### config.mk
export PLATFORM = sky130hd
export DESIGN_NAME = priority_override_table_unit
export DESIGN_NICKNAME = d
export VERILOG_FILES = /design/src/hdl/pot_pkg.sv /design/src/hdl/priority_override_table_unit.sv /design/src/hdl/pot_ram.sv /design/src/hdl/pot_front.sv /design/src/hdl/pot_back.sv
export SDC_FILE = /design/constraint.sdc
export NUM_CORES = 2
export LEC_CHECK = 0
export BUFFER_PORTS_ARGS = -buffer_cell sky130_fd_sc_hd__buf_2
export CAP_MARGIN = 20
export CORE_ASPECT_RATIO = 1.5
export CORE_MARGIN = 2
export CORE_UTILIZATION = 35
export CTS_BUF_LIST = sky130_fd_sc_hd__clkbuf_4
export DETAILED_ROUTE_END_ITERATION = 8
export GPL_TIMING_DRIVEN = 0
export PLACE_DENSITY = 0.61
export SLEW_MARGIN = 20
export SYNTH_ARGS = -nofsm -noshare
export SYNTH_HDL_FRONTEND = slang
export SYNTH_SLANG_ARGS = --single-unit
### constraint.sdc
create_clock -name clk_i -period 29.8 [get_ports clk_i]
set_clock_uncertainty 0.2 [all_clocks]
set_input_delay 4.47 -clock clk_i [delete_from_list [all_inputs] [get_ports clk_i]]
set_output_delay 4.47 -clock clk_i [all_outputs]
set_load 0.02 [all_outputs]
### src/hdl/pot_pkg.sv
// Shared types and constants of the priority override table.
// Holds slot geometry, command and result records, status codes and FSM states.
// No dependencies.
`timescale 1ns / 1ps
`default_nettype none

package pot_pkg;

  localparam int TABLE_DEPTH = 16;
  localparam int IDX_W       = $clog2(TABLE_DEPTH);

  // command queue between front and back; depth must be a power of two
  localparam int CMDQ_DEPTH = 2;
  localparam int CMDQ_PTR_W = $clog2(CMDQ_DEPTH);
  localparam int CMDQ_CNT_W = $clog2(CMDQ_DEPTH + 1);

  typedef enum logic [1:0] {
    ACT_PUSH   = 2'd0,
    ACT_REMOVE = 2'd1,
    ACT_CLEAR  = 2'd2
  } action_e;

  typedef enum logic [1:0] {
    ST_OK       = 2'd0,
    ST_EMPTY    = 2'd1,
    ST_FULL     = 2'd2,
    ST_NOTFOUND = 2'd3
  } status_e;

  typedef enum logic [2:0] {
    KIND_PUSH,
    KIND_REJECT,
    KIND_REMOVE,
    KIND_CLEAR,
    KIND_NOP
  } cmd_kind_e;

  typedef enum logic [1:0] {
    BS_IDLE,
    BS_SCAN,
    BS_DONE
  } back_state_e;

  typedef struct packed {
    logic [31:0]        handle;
    logic [31:0]        source;
    logic [31:0]        payload;
    logic signed [15:0] prio;
  } slot_t;

  localparam int SLOT_W = $bits(slot_t);

  typedef struct packed {
    cmd_kind_e          kind;
    logic [31:0]        source;
    logic [31:0]        payload;
    logic signed [15:0] prio;
    logic [31:0]        target;
  } cmd_t;

  typedef struct packed {
    status_e     status;
    logic [31:0] new_handle;
    logic        active_valid;
    slot_t       active;
  } res_t;

endpackage

`default_nettype wire

### src/hdl/priority_override_table_unit.sv
// Top level of the priority override table: front end, command queue and
// back end with the slot RAM. Uses pot_pkg, pot_front and pot_back.
//
// Usage:
//   Input channel is a queue write side: a transaction is taken at a clock
//   edge with push high and full low. action selects push (0), remove by
//   handle (1) or clear (2); action 3 is a no-op that still reports.
//   Result channel is a queue read side: while empty is low the result of
//   the oldest transaction is on the result ports; it is taken with pop.
//   Every transaction gives exactly one result, in order.
//   Command flow: the back end works on one command at a time. It runs
//   an execute step, a 16-slot scan at one RAM read per cycle with
//   registered read data, and a step to post the result; the scan goes
//   through the single RAM read port. A two-entry command queue in front
//   lets up to two further transactions be taken meanwhile.
//   When the receiver stalls, one finished result is held; the back end
//   then waits and the command queue fills, after which full rises.
//   Reset empties the table, sets the next handle to 1 and drops all
//   queued transactions and results. No clearing pass is needed.
`timescale 1ns / 1ps
`default_nettype none

module priority_override_table_unit (
  input  wire logic               clk_i,
  input  wire logic               rst_ni,
  input  wire logic               push,
  output logic                    full,
  input  wire logic [1:0]         action_i,
  input  wire logic [31:0]        source_tag_i,
  input  wire logic [31:0]        payload_tag_i,
  input  wire logic               payload_present_i,
  input  wire logic signed [15:0] priority_req_i,
  input  wire logic [31:0]        target_handle_i,
  output logic                    empty,
  input  wire logic               pop,
  output logic [1:0]              status_o,
  output logic [31:0]             new_handle_o,
  output logic                    active_valid_o,
  output logic [31:0]             active_handle_o,
  output logic [31:0]             active_source_o,
  output logic [31:0]             active_payload_o,
  output logic signed [15:0]      active_priority_o
);

  logic          cmd_valid;
  logic          cmd_ready;
  pot_pkg::cmd_t cmd;
  pot_pkg::res_t res;

  pot_front u_front (
    .clk_i             (clk_i),
    .rst_ni            (rst_ni),
    .push_i            (push),
    .full_o            (full),
    .action_i          (action_i),
    .source_tag_i      (source_tag_i),
    .payload_tag_i     (payload_tag_i),
    .payload_present_i (payload_present_i),
    .priority_req_i    (priority_req_i),
    .target_handle_i   (target_handle_i),
    .cmd_valid_o       (cmd_valid),
    .cmd_o             (cmd),
    .cmd_ready_i       (cmd_ready)
  );

  pot_back u_back (
    .clk_i       (clk_i),
    .rst_ni      (rst_ni),
    .cmd_valid_i (cmd_valid),
    .cmd_i       (cmd),
    .cmd_ready_o (cmd_ready),
    .pop_i       (pop),
    .empty_o     (empty),
    .res_o       (res)
  );

  assign status_o          = res.status;
  assign new_handle_o      = res.new_handle;
  assign active_valid_o    = res.active_valid;
  assign active_handle_o   = res.active.handle;
  assign active_source_o   = res.active.source;
  assign active_payload_o  = res.active.payload;
  assign active_priority_o = res.active.prio;

endmodule

`default_nettype wire

### src/hdl/pot_ram.sv
// Generic single-write, single-read RAM with registered read data.
// Used for the slot records of the table. No dependencies.
`timescale 1ns / 1ps
`default_nettype none

module pot_ram #(
  parameter int WIDTH = 8,
  parameter int DEPTH = 16
) (
  input  wire logic                     clk_i,
  input  wire logic                     we_i,
  input  wire logic [$clog2(DEPTH)-1:0] waddr_i,
  input  wire logic [WIDTH-1:0]         wdata_i,
  input  wire logic [$clog2(DEPTH)-1:0] raddr_i,
  output logic      [WIDTH-1:0]         rdata_o
);

  logic [WIDTH-1:0] mem_q [DEPTH];

  always_ff @(posedge clk_i) begin
    if (we_i) begin
      mem_q[waddr_i] <= wdata_i;
    end
    rdata_o <= mem_q[raddr_i];
  end

endmodule

`default_nettype wire

### src/hdl/pot_front.sv
// Front end: accepts input transactions, classifies them into commands
// and buffers them in a short queue for the back end. Uses pot_pkg.
`timescale 1ns / 1ps
`default_nettype none

module pot_front (
  input  wire logic               clk_i,
  input  wire logic               rst_ni,
  input  wire logic               push_i,
  output logic                    full_o,
  input  wire logic [1:0]         action_i,
  input  wire logic [31:0]        source_tag_i,
  input  wire logic [31:0]        payload_tag_i,
  input  wire logic               payload_present_i,
  input  wire logic signed [15:0] priority_req_i,
  input  wire logic [31:0]        target_handle_i,
  output logic                    cmd_valid_o,
  output pot_pkg::cmd_t           cmd_o,
  input  wire logic               cmd_ready_i
);

  pot_pkg::cmd_t                        cmdq_q [pot_pkg::CMDQ_DEPTH];
  logic [pot_pkg::CMDQ_PTR_W-1:0]       wr_ptr_q, wr_ptr_d;
  logic [pot_pkg::CMDQ_PTR_W-1:0]       rd_ptr_q, rd_ptr_d;
  logic [pot_pkg::CMDQ_CNT_W-1:0]       cnt_q, cnt_d;
  pot_pkg::cmd_t                        cmd_new;
  logic                                 wr_en, rd_en;

  // classify the incoming transaction
  always_comb begin
    cmd_new.source  = source_tag_i;
    cmd_new.payload = payload_tag_i;
    cmd_new.prio    = priority_req_i;
    cmd_new.target  = target_handle_i;
    unique case (action_i)
      pot_pkg::ACT_PUSH:   cmd_new.kind = payload_present_i ? pot_pkg::KIND_PUSH
                                                            : pot_pkg::KIND_REJECT;
      pot_pkg::ACT_REMOVE: cmd_new.kind = pot_pkg::KIND_REMOVE;
      pot_pkg::ACT_CLEAR:  cmd_new.kind = pot_pkg::KIND_CLEAR;
      default:             cmd_new.kind = pot_pkg::KIND_NOP;
    endcase
  end

  assign full_o      = (cnt_q == pot_pkg::CMDQ_CNT_W'(pot_pkg::CMDQ_DEPTH));
  assign cmd_valid_o = (cnt_q != '0);
  assign cmd_o       = cmdq_q[rd_ptr_q];
  assign wr_en       = push_i && !full_o;
  assign rd_en       = cmd_valid_o && cmd_ready_i;

  always_comb begin
    wr_ptr_d = wr_ptr_q;
    rd_ptr_d = rd_ptr_q;
    cnt_d    = cnt_q;
    if (wr_en) begin
      wr_ptr_d = wr_ptr_q + 1'b1;
    end
    if (rd_en) begin
      rd_ptr_d = rd_ptr_q + 1'b1;
    end
    if (wr_en && !rd_en) begin
      cnt_d = cnt_q + 1'b1;
    end else if (rd_en && !wr_en) begin
      cnt_d = cnt_q - 1'b1;
    end
  end

  always_ff @(posedge clk_i or negedge rst_ni) begin
    if (!rst_ni) begin
      wr_ptr_q <= '0;
      rd_ptr_q <= '0;
      cnt_q    <= '0;
    end else begin
      wr_ptr_q <= wr_ptr_d;
      rd_ptr_q <= rd_ptr_d;
      cnt_q    <= cnt_d;
    end
  end

  always_ff @(posedge clk_i) begin
    if (wr_en) begin
      cmdq_q[wr_ptr_q] <= cmd_new;
    end
  end

endmodule

`default_nettype wire

### src/hdl/pot_back.sv
// Back end: executes commands against the slot table and scans all slots
// for the active entry, one slot per cycle. Uses pot_pkg and pot_ram.
`timescale 1ns / 1ps
`default_nettype none

module pot_back (
  input  wire logic          clk_i,
  input  wire logic          rst_ni,
  input  wire logic          cmd_valid_i,
  input  wire pot_pkg::cmd_t cmd_i,
  output logic               cmd_ready_o,
  input  wire logic          pop_i,
  output logic               empty_o,
  output pot_pkg::res_t      res_o
);

  localparam logic [pot_pkg::IDX_W-1:0] LastIdx = pot_pkg::IDX_W'(pot_pkg::TABLE_DEPTH - 1);

  pot_pkg::back_state_e               state_q, state_d;
  logic [pot_pkg::TABLE_DEPTH-1:0]    used_q, used_d;
  logic [31:0]                        next_handle_q, next_handle_d;
  pot_pkg::cmd_kind_e                 kind_q, kind_d;
  logic [31:0]                        target_q, target_d;
  pot_pkg::status_e                   status_q, status_d;
  logic [31:0]                        new_handle_q, new_handle_d;
  logic                               removed_q, removed_d;
  logic [pot_pkg::IDX_W-1:0]          rd_idx_q, rd_idx_d;
  logic                               issued_q, issued_d;
  logic                               chk_vld_q, chk_vld_d;
  logic [pot_pkg::IDX_W-1:0]          chk_idx_q, chk_idx_d;
  logic                               best_vld_q, best_vld_d;
  pot_pkg::slot_t                     best_q, best_d;
  logic                               res_vld_q, res_vld_d;
  pot_pkg::res_t                      res_q, res_d;

  logic                               accept;
  logic                               tbl_full;
  logic [pot_pkg::IDX_W-1:0]          free_idx;
  logic                               ram_we;
  pot_pkg::slot_t                     ram_wdata;
  pot_pkg::slot_t                     ram_rdata;
  logic                               res_free;
  logic                               scan_last;
  logic                               better;

  pot_ram #(
    .WIDTH (pot_pkg::SLOT_W),
    .DEPTH (pot_pkg::TABLE_DEPTH)
  ) u_slot_ram (
    .clk_i   (clk_i),
    .we_i    (ram_we),
    .waddr_i (free_idx),
    .wdata_i (ram_wdata),
    .raddr_i (rd_idx_q),
    .rdata_o (ram_rdata)
  );

  // lowest free slot
  always_comb begin
    free_idx = '0;
    for (int i = pot_pkg::TABLE_DEPTH - 1; i >= 0; i--) begin
      if (!used_q[i]) begin
        free_idx = pot_pkg::IDX_W'(i);
      end
    end
  end

  assign tbl_full  = &used_q;
  assign res_free  = !res_vld_q || pop_i;
  assign scan_last = chk_vld_q && (chk_idx_q == LastIdx);
  assign accept    = cmd_valid_i && cmd_ready_o;

  assign ram_wdata.handle  = next_handle_q;
  assign ram_wdata.source  = cmd_i.source;
  assign ram_wdata.payload = cmd_i.payload;
  assign ram_wdata.prio    = cmd_i.prio;

  // higher priority wins, ties go to the larger handle, full ties keep the lower slot
  assign better = !best_vld_q
               || ($signed(ram_rdata.prio) > $signed(best_q.prio))
               || (($signed(ram_rdata.prio) == $signed(best_q.prio))
                   && (ram_rdata.handle > best_q.handle));

  // FSM next state
  always_comb begin
    state_d = state_q;
    unique case (state_q)
      pot_pkg::BS_IDLE: if (cmd_valid_i) state_d = pot_pkg::BS_SCAN;
      pot_pkg::BS_SCAN: if (scan_last)   state_d = pot_pkg::BS_DONE;
      pot_pkg::BS_DONE: if (res_free)    state_d = pot_pkg::BS_IDLE;
      default:                           state_d = pot_pkg::BS_IDLE;
    endcase
  end

  // FSM outputs
  always_comb begin
    cmd_ready_o = (state_q == pot_pkg::BS_IDLE);
    ram_we      = (state_q == pot_pkg::BS_IDLE) && cmd_valid_i
               && (cmd_i.kind == pot_pkg::KIND_PUSH) && !tbl_full;
  end

  // datapath
  always_comb begin
    used_d        = used_q;
    next_handle_d = next_handle_q;
    kind_d        = kind_q;
    target_d      = target_q;
    status_d      = status_q;
    new_handle_d  = new_handle_q;
    removed_d     = removed_q;
    rd_idx_d      = rd_idx_q;
    issued_d      = issued_q;
    chk_vld_d     = 1'b0;
    chk_idx_d     = chk_idx_q;
    best_vld_d    = best_vld_q;
    best_d        = best_q;
    res_vld_d     = res_vld_q;
    res_d         = res_q;

    if (pop_i && res_vld_q) begin
      res_vld_d = 1'b0;
    end

    unique case (state_q)
      pot_pkg::BS_IDLE: begin
        if (accept) begin
          kind_d       = cmd_i.kind;
          target_d     = cmd_i.target;
          new_handle_d = '0;
          removed_d    = 1'b0;
          rd_idx_d     = '0;
          issued_d     = 1'b0;
          best_vld_d   = 1'b0;
          unique case (cmd_i.kind)
            pot_pkg::KIND_PUSH: begin
              if (tbl_full) begin
                status_d = pot_pkg::ST_FULL;
              end else begin
                status_d         = pot_pkg::ST_OK;
                used_d[free_idx] = 1'b1;
                new_handle_d     = next_handle_q;
                // zero is never handed out
                next_handle_d    = (next_handle_q == '1) ? 32'd1 : next_handle_q + 32'd1;
              end
            end
            pot_pkg::KIND_REJECT: status_d = pot_pkg::ST_EMPTY;
            pot_pkg::KIND_REMOVE: status_d = pot_pkg::ST_NOTFOUND;
            pot_pkg::KIND_CLEAR: begin
              status_d = pot_pkg::ST_OK;
              used_d   = '0;
            end
            default: status_d = pot_pkg::ST_OK;
          endcase
        end
      end

      pot_pkg::BS_SCAN: begin
        // read issue side
        chk_vld_d = !issued_q;
        chk_idx_d = rd_idx_q;
        if (!issued_q) begin
          if (rd_idx_q == LastIdx) begin
            issued_d = 1'b1;
          end else begin
            rd_idx_d = rd_idx_q + 1'b1;
          end
        end
        // data side: remove first match, otherwise compete for active
        if (chk_vld_q && used_q[chk_idx_q]) begin
          if ((kind_q == pot_pkg::KIND_REMOVE) && !removed_q
              && (ram_rdata.handle == target_q)) begin
            used_d[chk_idx_q] = 1'b0;
            removed_d         = 1'b1;
            status_d          = pot_pkg::ST_OK;
          end else if (better) begin
            best_vld_d = 1'b1;
            best_d     = ram_rdata;
          end
        end
      end

      pot_pkg::BS_DONE: begin
        if (res_free) begin
          res_vld_d          = 1'b1;
          res_d.status       = status_q;
          res_d.new_handle   = new_handle_q;
          res_d.active_valid = best_vld_q;
          res_d.active       = best_vld_q ? best_q : '0;
        end
      end

      default: ;
    endcase
  end

  always_ff @(posedge clk_i or negedge rst_ni) begin
    if (!rst_ni) begin
      state_q       <= pot_pkg::BS_IDLE;
      used_q        <= '0;
      next_handle_q <= 32'd1;
      issued_q      <= 1'b0;
      chk_vld_q     <= 1'b0;
      res_vld_q     <= 1'b0;
    end else begin
      state_q       <= state_d;
      used_q        <= used_d;
      next_handle_q <= next_handle_d;
      issued_q      <= issued_d;
      chk_vld_q     <= chk_vld_d;
      res_vld_q     <= res_vld_d;
    end
  end

  always_ff @(posedge clk_i) begin
    kind_q       <= kind_d;
    target_q     <= target_d;
    status_q     <= status_d;
    new_handle_q <= new_handle_d;
    removed_q    <= removed_d;
    rd_idx_q     <= rd_idx_d;
    chk_idx_q    <= chk_idx_d;
    best_vld_q   <= best_vld_d;
    best_q       <= best_d;
    res_q        <= res_d;
  end

  assign empty_o = !res_vld_q;
  assign res_o   = res_q;

endmodule

`default_nettype wire

==> metrics.log <==
[metrics] status: completed
[metrics] cell type of the slowest stage on the worst timing path: sky130_fd_sc_hd__dfrtp_1
[metrics] asr flop ratio synth: 0.02254
[metrics] number of global-route vias before repair: 48,780
[metrics] pre-CTS setup slack: 23,200 ps
[metrics] #FFs+latches synth: 2,529
[metrics] path depth of the worst reg2reg path: 11
[metrics] worst path buffer plus inverter count: 2
[metrics] clock tree from TritonCTS: built
[metrics] ratio of routed vias to standard cells: 5.059
[metrics] static leakage: 36.46 nW
[metrics] startpoint type of the worst setup path: flip-flop
[metrics] worst path setup slack after routing: 23,070 ps
[metrics] net count after synthesis: 4,233
[metrics] CP Data Required Time: 25,130 ps
[metrics] maximum number of pins on one net before global-route repair: 58
[metrics] count of routing violations after the opening detailed-route iteration: 4,447
[metrics] Mapped Avg Cell Area: 23.07 µm²
[metrics] total congestion overflow after global routing: 0
[metrics] number of different library cells in the post-synthesis netlist: 57
[metrics] Worst setup EP type: output port
[metrics] total vias in the final route: 46,161
[metrics] Cell Pwr Density: 71.81 mW/mm²
[metrics] maximum level of the CTS H-tree: 6
[metrics] final net count: 5,296
[metrics] number of ports placed on the die boundary: 268
[metrics] sequential share of the synthesized area: 0.7956
[metrics] hold_buf cts: 0
[metrics] Post-CTS Resized: 0
[metrics] worst-skew pair later-pin latency: 1240 ps
[metrics] Hold Path End: u_back.best_q[61]
[metrics] endpoint of the worst register-to-register path: u_back.best_q[32]
[metrics] number of warnings issued by yosys: 0
[metrics] CTS sink cnt: 2,529
[metrics] Detailed Route WL: 237.6 mm
[metrics] setup slack of the worst register-to-register path: 24,820 ps
[metrics] footprint of the flip-flops and latches: 0.07454 mm²
[metrics] crit path DAT: 2060 ps
[metrics] timing-limited maximum frequency: 148.7 MHz
[metrics] width of the die: 426.4 µm
[metrics] accumulated negative setup slack: 0 ps
[metrics] wire length of the first global-routing pass: 337.7 mm
[metrics] total area of multi-input combinational cells: 0.01836 mm²
[metrics] setup repair after global routing missed its margin: no
[metrics] Detailed Place HPWL: 160.6 mm
[metrics] clock edge transition at the registers on the reported setup and hold paths: 70 ps
[metrics] number of port buffers: 267
[metrics] number of optimization iterations in the first detailed-route pass: 6
[metrics] overall power after layout: 7.972 mW
[metrics] fin util: 0.4171
[metrics] count of mapped cells out of synthesis: 4,061
[metrics] kind of cell adding the most delay to the critical path: flip-flops
[metrics] Tcrit/Tclk final: 0.2257
[metrics] Worst Hold Path Cells: 0
[metrics] highest ir drop seen on vdd: 0.00003428 V
[metrics] actual slew at the worst max-slew pin: 1178 ps
[metrics] Max Cap Viol: 0
[metrics] total CTS buffers: 589
[metrics] Critical Path, Cell by Cell: nand2b_1, inv_1, buf_2
[metrics] CTS Root Cell: sky130_fd_sc_hd__clkbuf_4
[metrics] DRC violation count after routing: 0
[metrics] final critical delay including setup and external delays: 6727 ps
[metrics] full die area: 0.2719 mm²
[metrics] worst setup path category: reg -> out
[metrics] biggest fanout along the worst timing path: 4
[metrics] Starting Density: 0.3519
[metrics] synthesis-to-finish area growth: 18.50%
[metrics] worst min-delay path class: reg -> reg
[metrics] Max Slew Vio Count: 0
[metrics] fraction of layout cells with a size suffix above 1: 0.3915
[metrics] Post-CTS Setup Repair Bufs: 0
[metrics] number of antenna violations at the first check in global routing: 50
[metrics] chip height: 637.6 µm
[metrics] setup violators final: 0
[metrics] area of the mapped netlist: 0.09368 mm²
[metrics] worst reg2reg path startpoint: u_back.u_slot_ram.rdata_o[12]
[metrics] min-delay src: u_back.u_slot_ram.rdata_o[61]
[metrics] clk buf depth: 4
[metrics] Slew Limit Headroom: 0.2102
[metrics] placeable core region: 0.2662 mm²
[metrics] dominant synthesized flop cell: sky130_fd_sc_hd__edfxtp_1
[metrics] Worst Hold Slack: 187.6 ps
[metrics] final hold viol count: 0
[metrics] Final ANT Viol Nets: 0
[metrics] number of core rows: 232
[metrics] count of flip-flops with a built-in enable after synthesis: 2,360
[metrics] routed length per placed instance: 26.04 µm
[metrics] max incr delay on CP: 420 ps
[metrics] gp weighted congestion: 0.8176
[metrics] number of filler instances in the final layout: 23,222
[metrics] All-Layer GR Usage: 0.1725
## cells by family (layout without fill, tap and decap cells)
group                    count (synthesis)  in the layout  synth area share
flip-flops                            2529           2529            0.7956
multiplexers                           682            682            0.1498
AND/OR/NAND/NOR                        388            388           0.02379
buffers and inverters                  232           1767          0.009977
AO/OA/AOI/OAI                          109            109          0.007332
XOR/XNOR                                68             68          0.006357
adder cells (fa/ha/maj)                 53             53          0.007079
other                                    0             18                 0
## cell type report
class / instances / share of cell area
Clock inverter: 174 / 0.01015
Timing Repair Buffer: 472 / 0.04421
Inverter: 66 / 0.002254
Antenna cell: 18 / 0.0004057
Tap cell: 3510 / 0.03956
Clock buffer: 889 / 0.06012
Sequential cell: 2529 / 0.6714
Buffer: 166 / 0.006492
Multi-Input combinational cell: 1300 / 0.1654
## Yosys cell counts (all sizes together), types with 7 or more instances
cell type,count,share of area
and4,11,0.0010
dfrtp,56,0.015
a21oi,31,0.0017
ha,53,0.0071
nand3,23,0.0012
a31oi,8,0.00053
mux2,113,0.014
xor2,19,0.0018
nand2,51,0.0021
edfxtp,2360,0.76
nor4,7,0.00079
mux4,564,0.14
a2bb2oi,7,0.00065
inv,66,0.0026
nand2b,13,0.00087
dfxtp,112,0.024
nor3,20,0.0012
buf,69,0.0034
xnor2,49,0.0046
o21ai,32,0.0017
and3,16,0.0011
nand4,33,0.0022
and2,145,0.0097
nor2,51,0.0020
clkbuf,97,0.0039
## flip-flops by register name (all words and copies together), names as in the netlist, 3 cells and up
name / flops
u_back.rd_idx_q: 4
u_back.res_o: 147
u_back.target_q: 32
u_back.u_slot_ram.mem_q: 1792
u_back.kind_q: 3
u_back.best_q: 112
u_back.used_q: 16
u_back.next_handle_q: 32
u_back.new_handle_q: 32
u_back.chk_idx_q: 4
u_front.cmdq_q: 230
u_back.u_slot_ram.rdata_o: 112
## power by group
group          leakage, nW  switching (mW)  internal [mW]
clock network         4.62            1.34           1.51
logic                 8.98           0.550          0.279
registers             22.9          0.0552           4.24
## worst max path at each step
| stage | slack [ps] | cells past startpoint | startpoint | end |
|---|---|---|---|---|
| final | 23070 | 3 | u_front.cnt_q[0] | full |
| after global routing | 22900 | 3 | u_front.cnt_q[0] | full |
| after CTS | 22900 | 3 | u_front.cnt_q[0] | full |
| after detailed placement | 23200 | 7 | push | u_front.cmdq_q[0][34] |
| after global placement | 6380 | 5 | u_back.state_q[0] | u_back.u_slot_ram.mem_q[13][55] |
| after floorplan | 17850 | 2 | pop | u_back.res_o[0] |
## worst register-to-register path: stages, from the launching register on
cell                      delay (ps)
sky130_fd_sc_hd__dfxtp_1         410
sky130_fd_sc_hd__ha_1            330
sky130_fd_sc_hd__nand4_1         110
sky130_fd_sc_hd__or4_1           600
sky130_fd_sc_hd__nor3_1          960
sky130_fd_sc_hd__o21ai_0         660
sky130_fd_sc_hd__o21ai_0         350
sky130_fd_sc_hd__a21oi_4         240
sky130_fd_sc_hd__buf_16          240
sky130_fd_sc_hd__buf_16          190
sky130_fd_sc_hd__buf_16          170
sky130_fd_sc_hd__buf_16          180
## stage by stage
step,instance area [µm²],instances
after floorplan,93680,4061
after global placement,99410,7838
after detailed placement,103100,8041
after CTS,110900,9104
after global routing,111000,9112
final,111000,9124
## placed cells by master, fill, tap and decap left out, drive strengths merged, types with 6 or more instances in the layout
| cell | n |
|---|---|
| mux2 | 113 |
| a21oi | 31 |
| nor4 | 7 |
| dfrtp | 56 |
| xor2 | 19 |
| diode | 18 |
| a2bb2oi | 7 |
| dfxtp | 112 |
| edfxtp | 2360 |
| o31ai | 6 |
| nand3 | 23 |
| nand2b | 13 |
| nand4 | 33 |
| clkbuf | 989 |
| nand2 | 51 |
| bufinv | 16 |
| inv | 80 |
| o211ai | 6 |
| ha | 53 |
| and4 | 11 |
| and3 | 16 |
| xnor2 | 49 |
| buf | 538 |
| and2 | 145 |
| clkinvlp | 8 |
| mux4 | 564 |
| nor3 | 20 |
| clkinv | 136 |
| nor2 | 51 |
| o21ai | 32 |
| a31oi | 8 |
## layer usage
metal | up-vias | routed length (µm) | track usage
li1 | 19457 | - | -
met1 | 24172 | 90880 | 0.2124
met2 | 1997 | 122000 | 0.2960
met3 | 493 | 16890 | 0.03762
met4 | 42 | 7536 | 0.06465
met5 | - | 259 | 0
No activity file was read; power rests on OpenSTA's default activity.
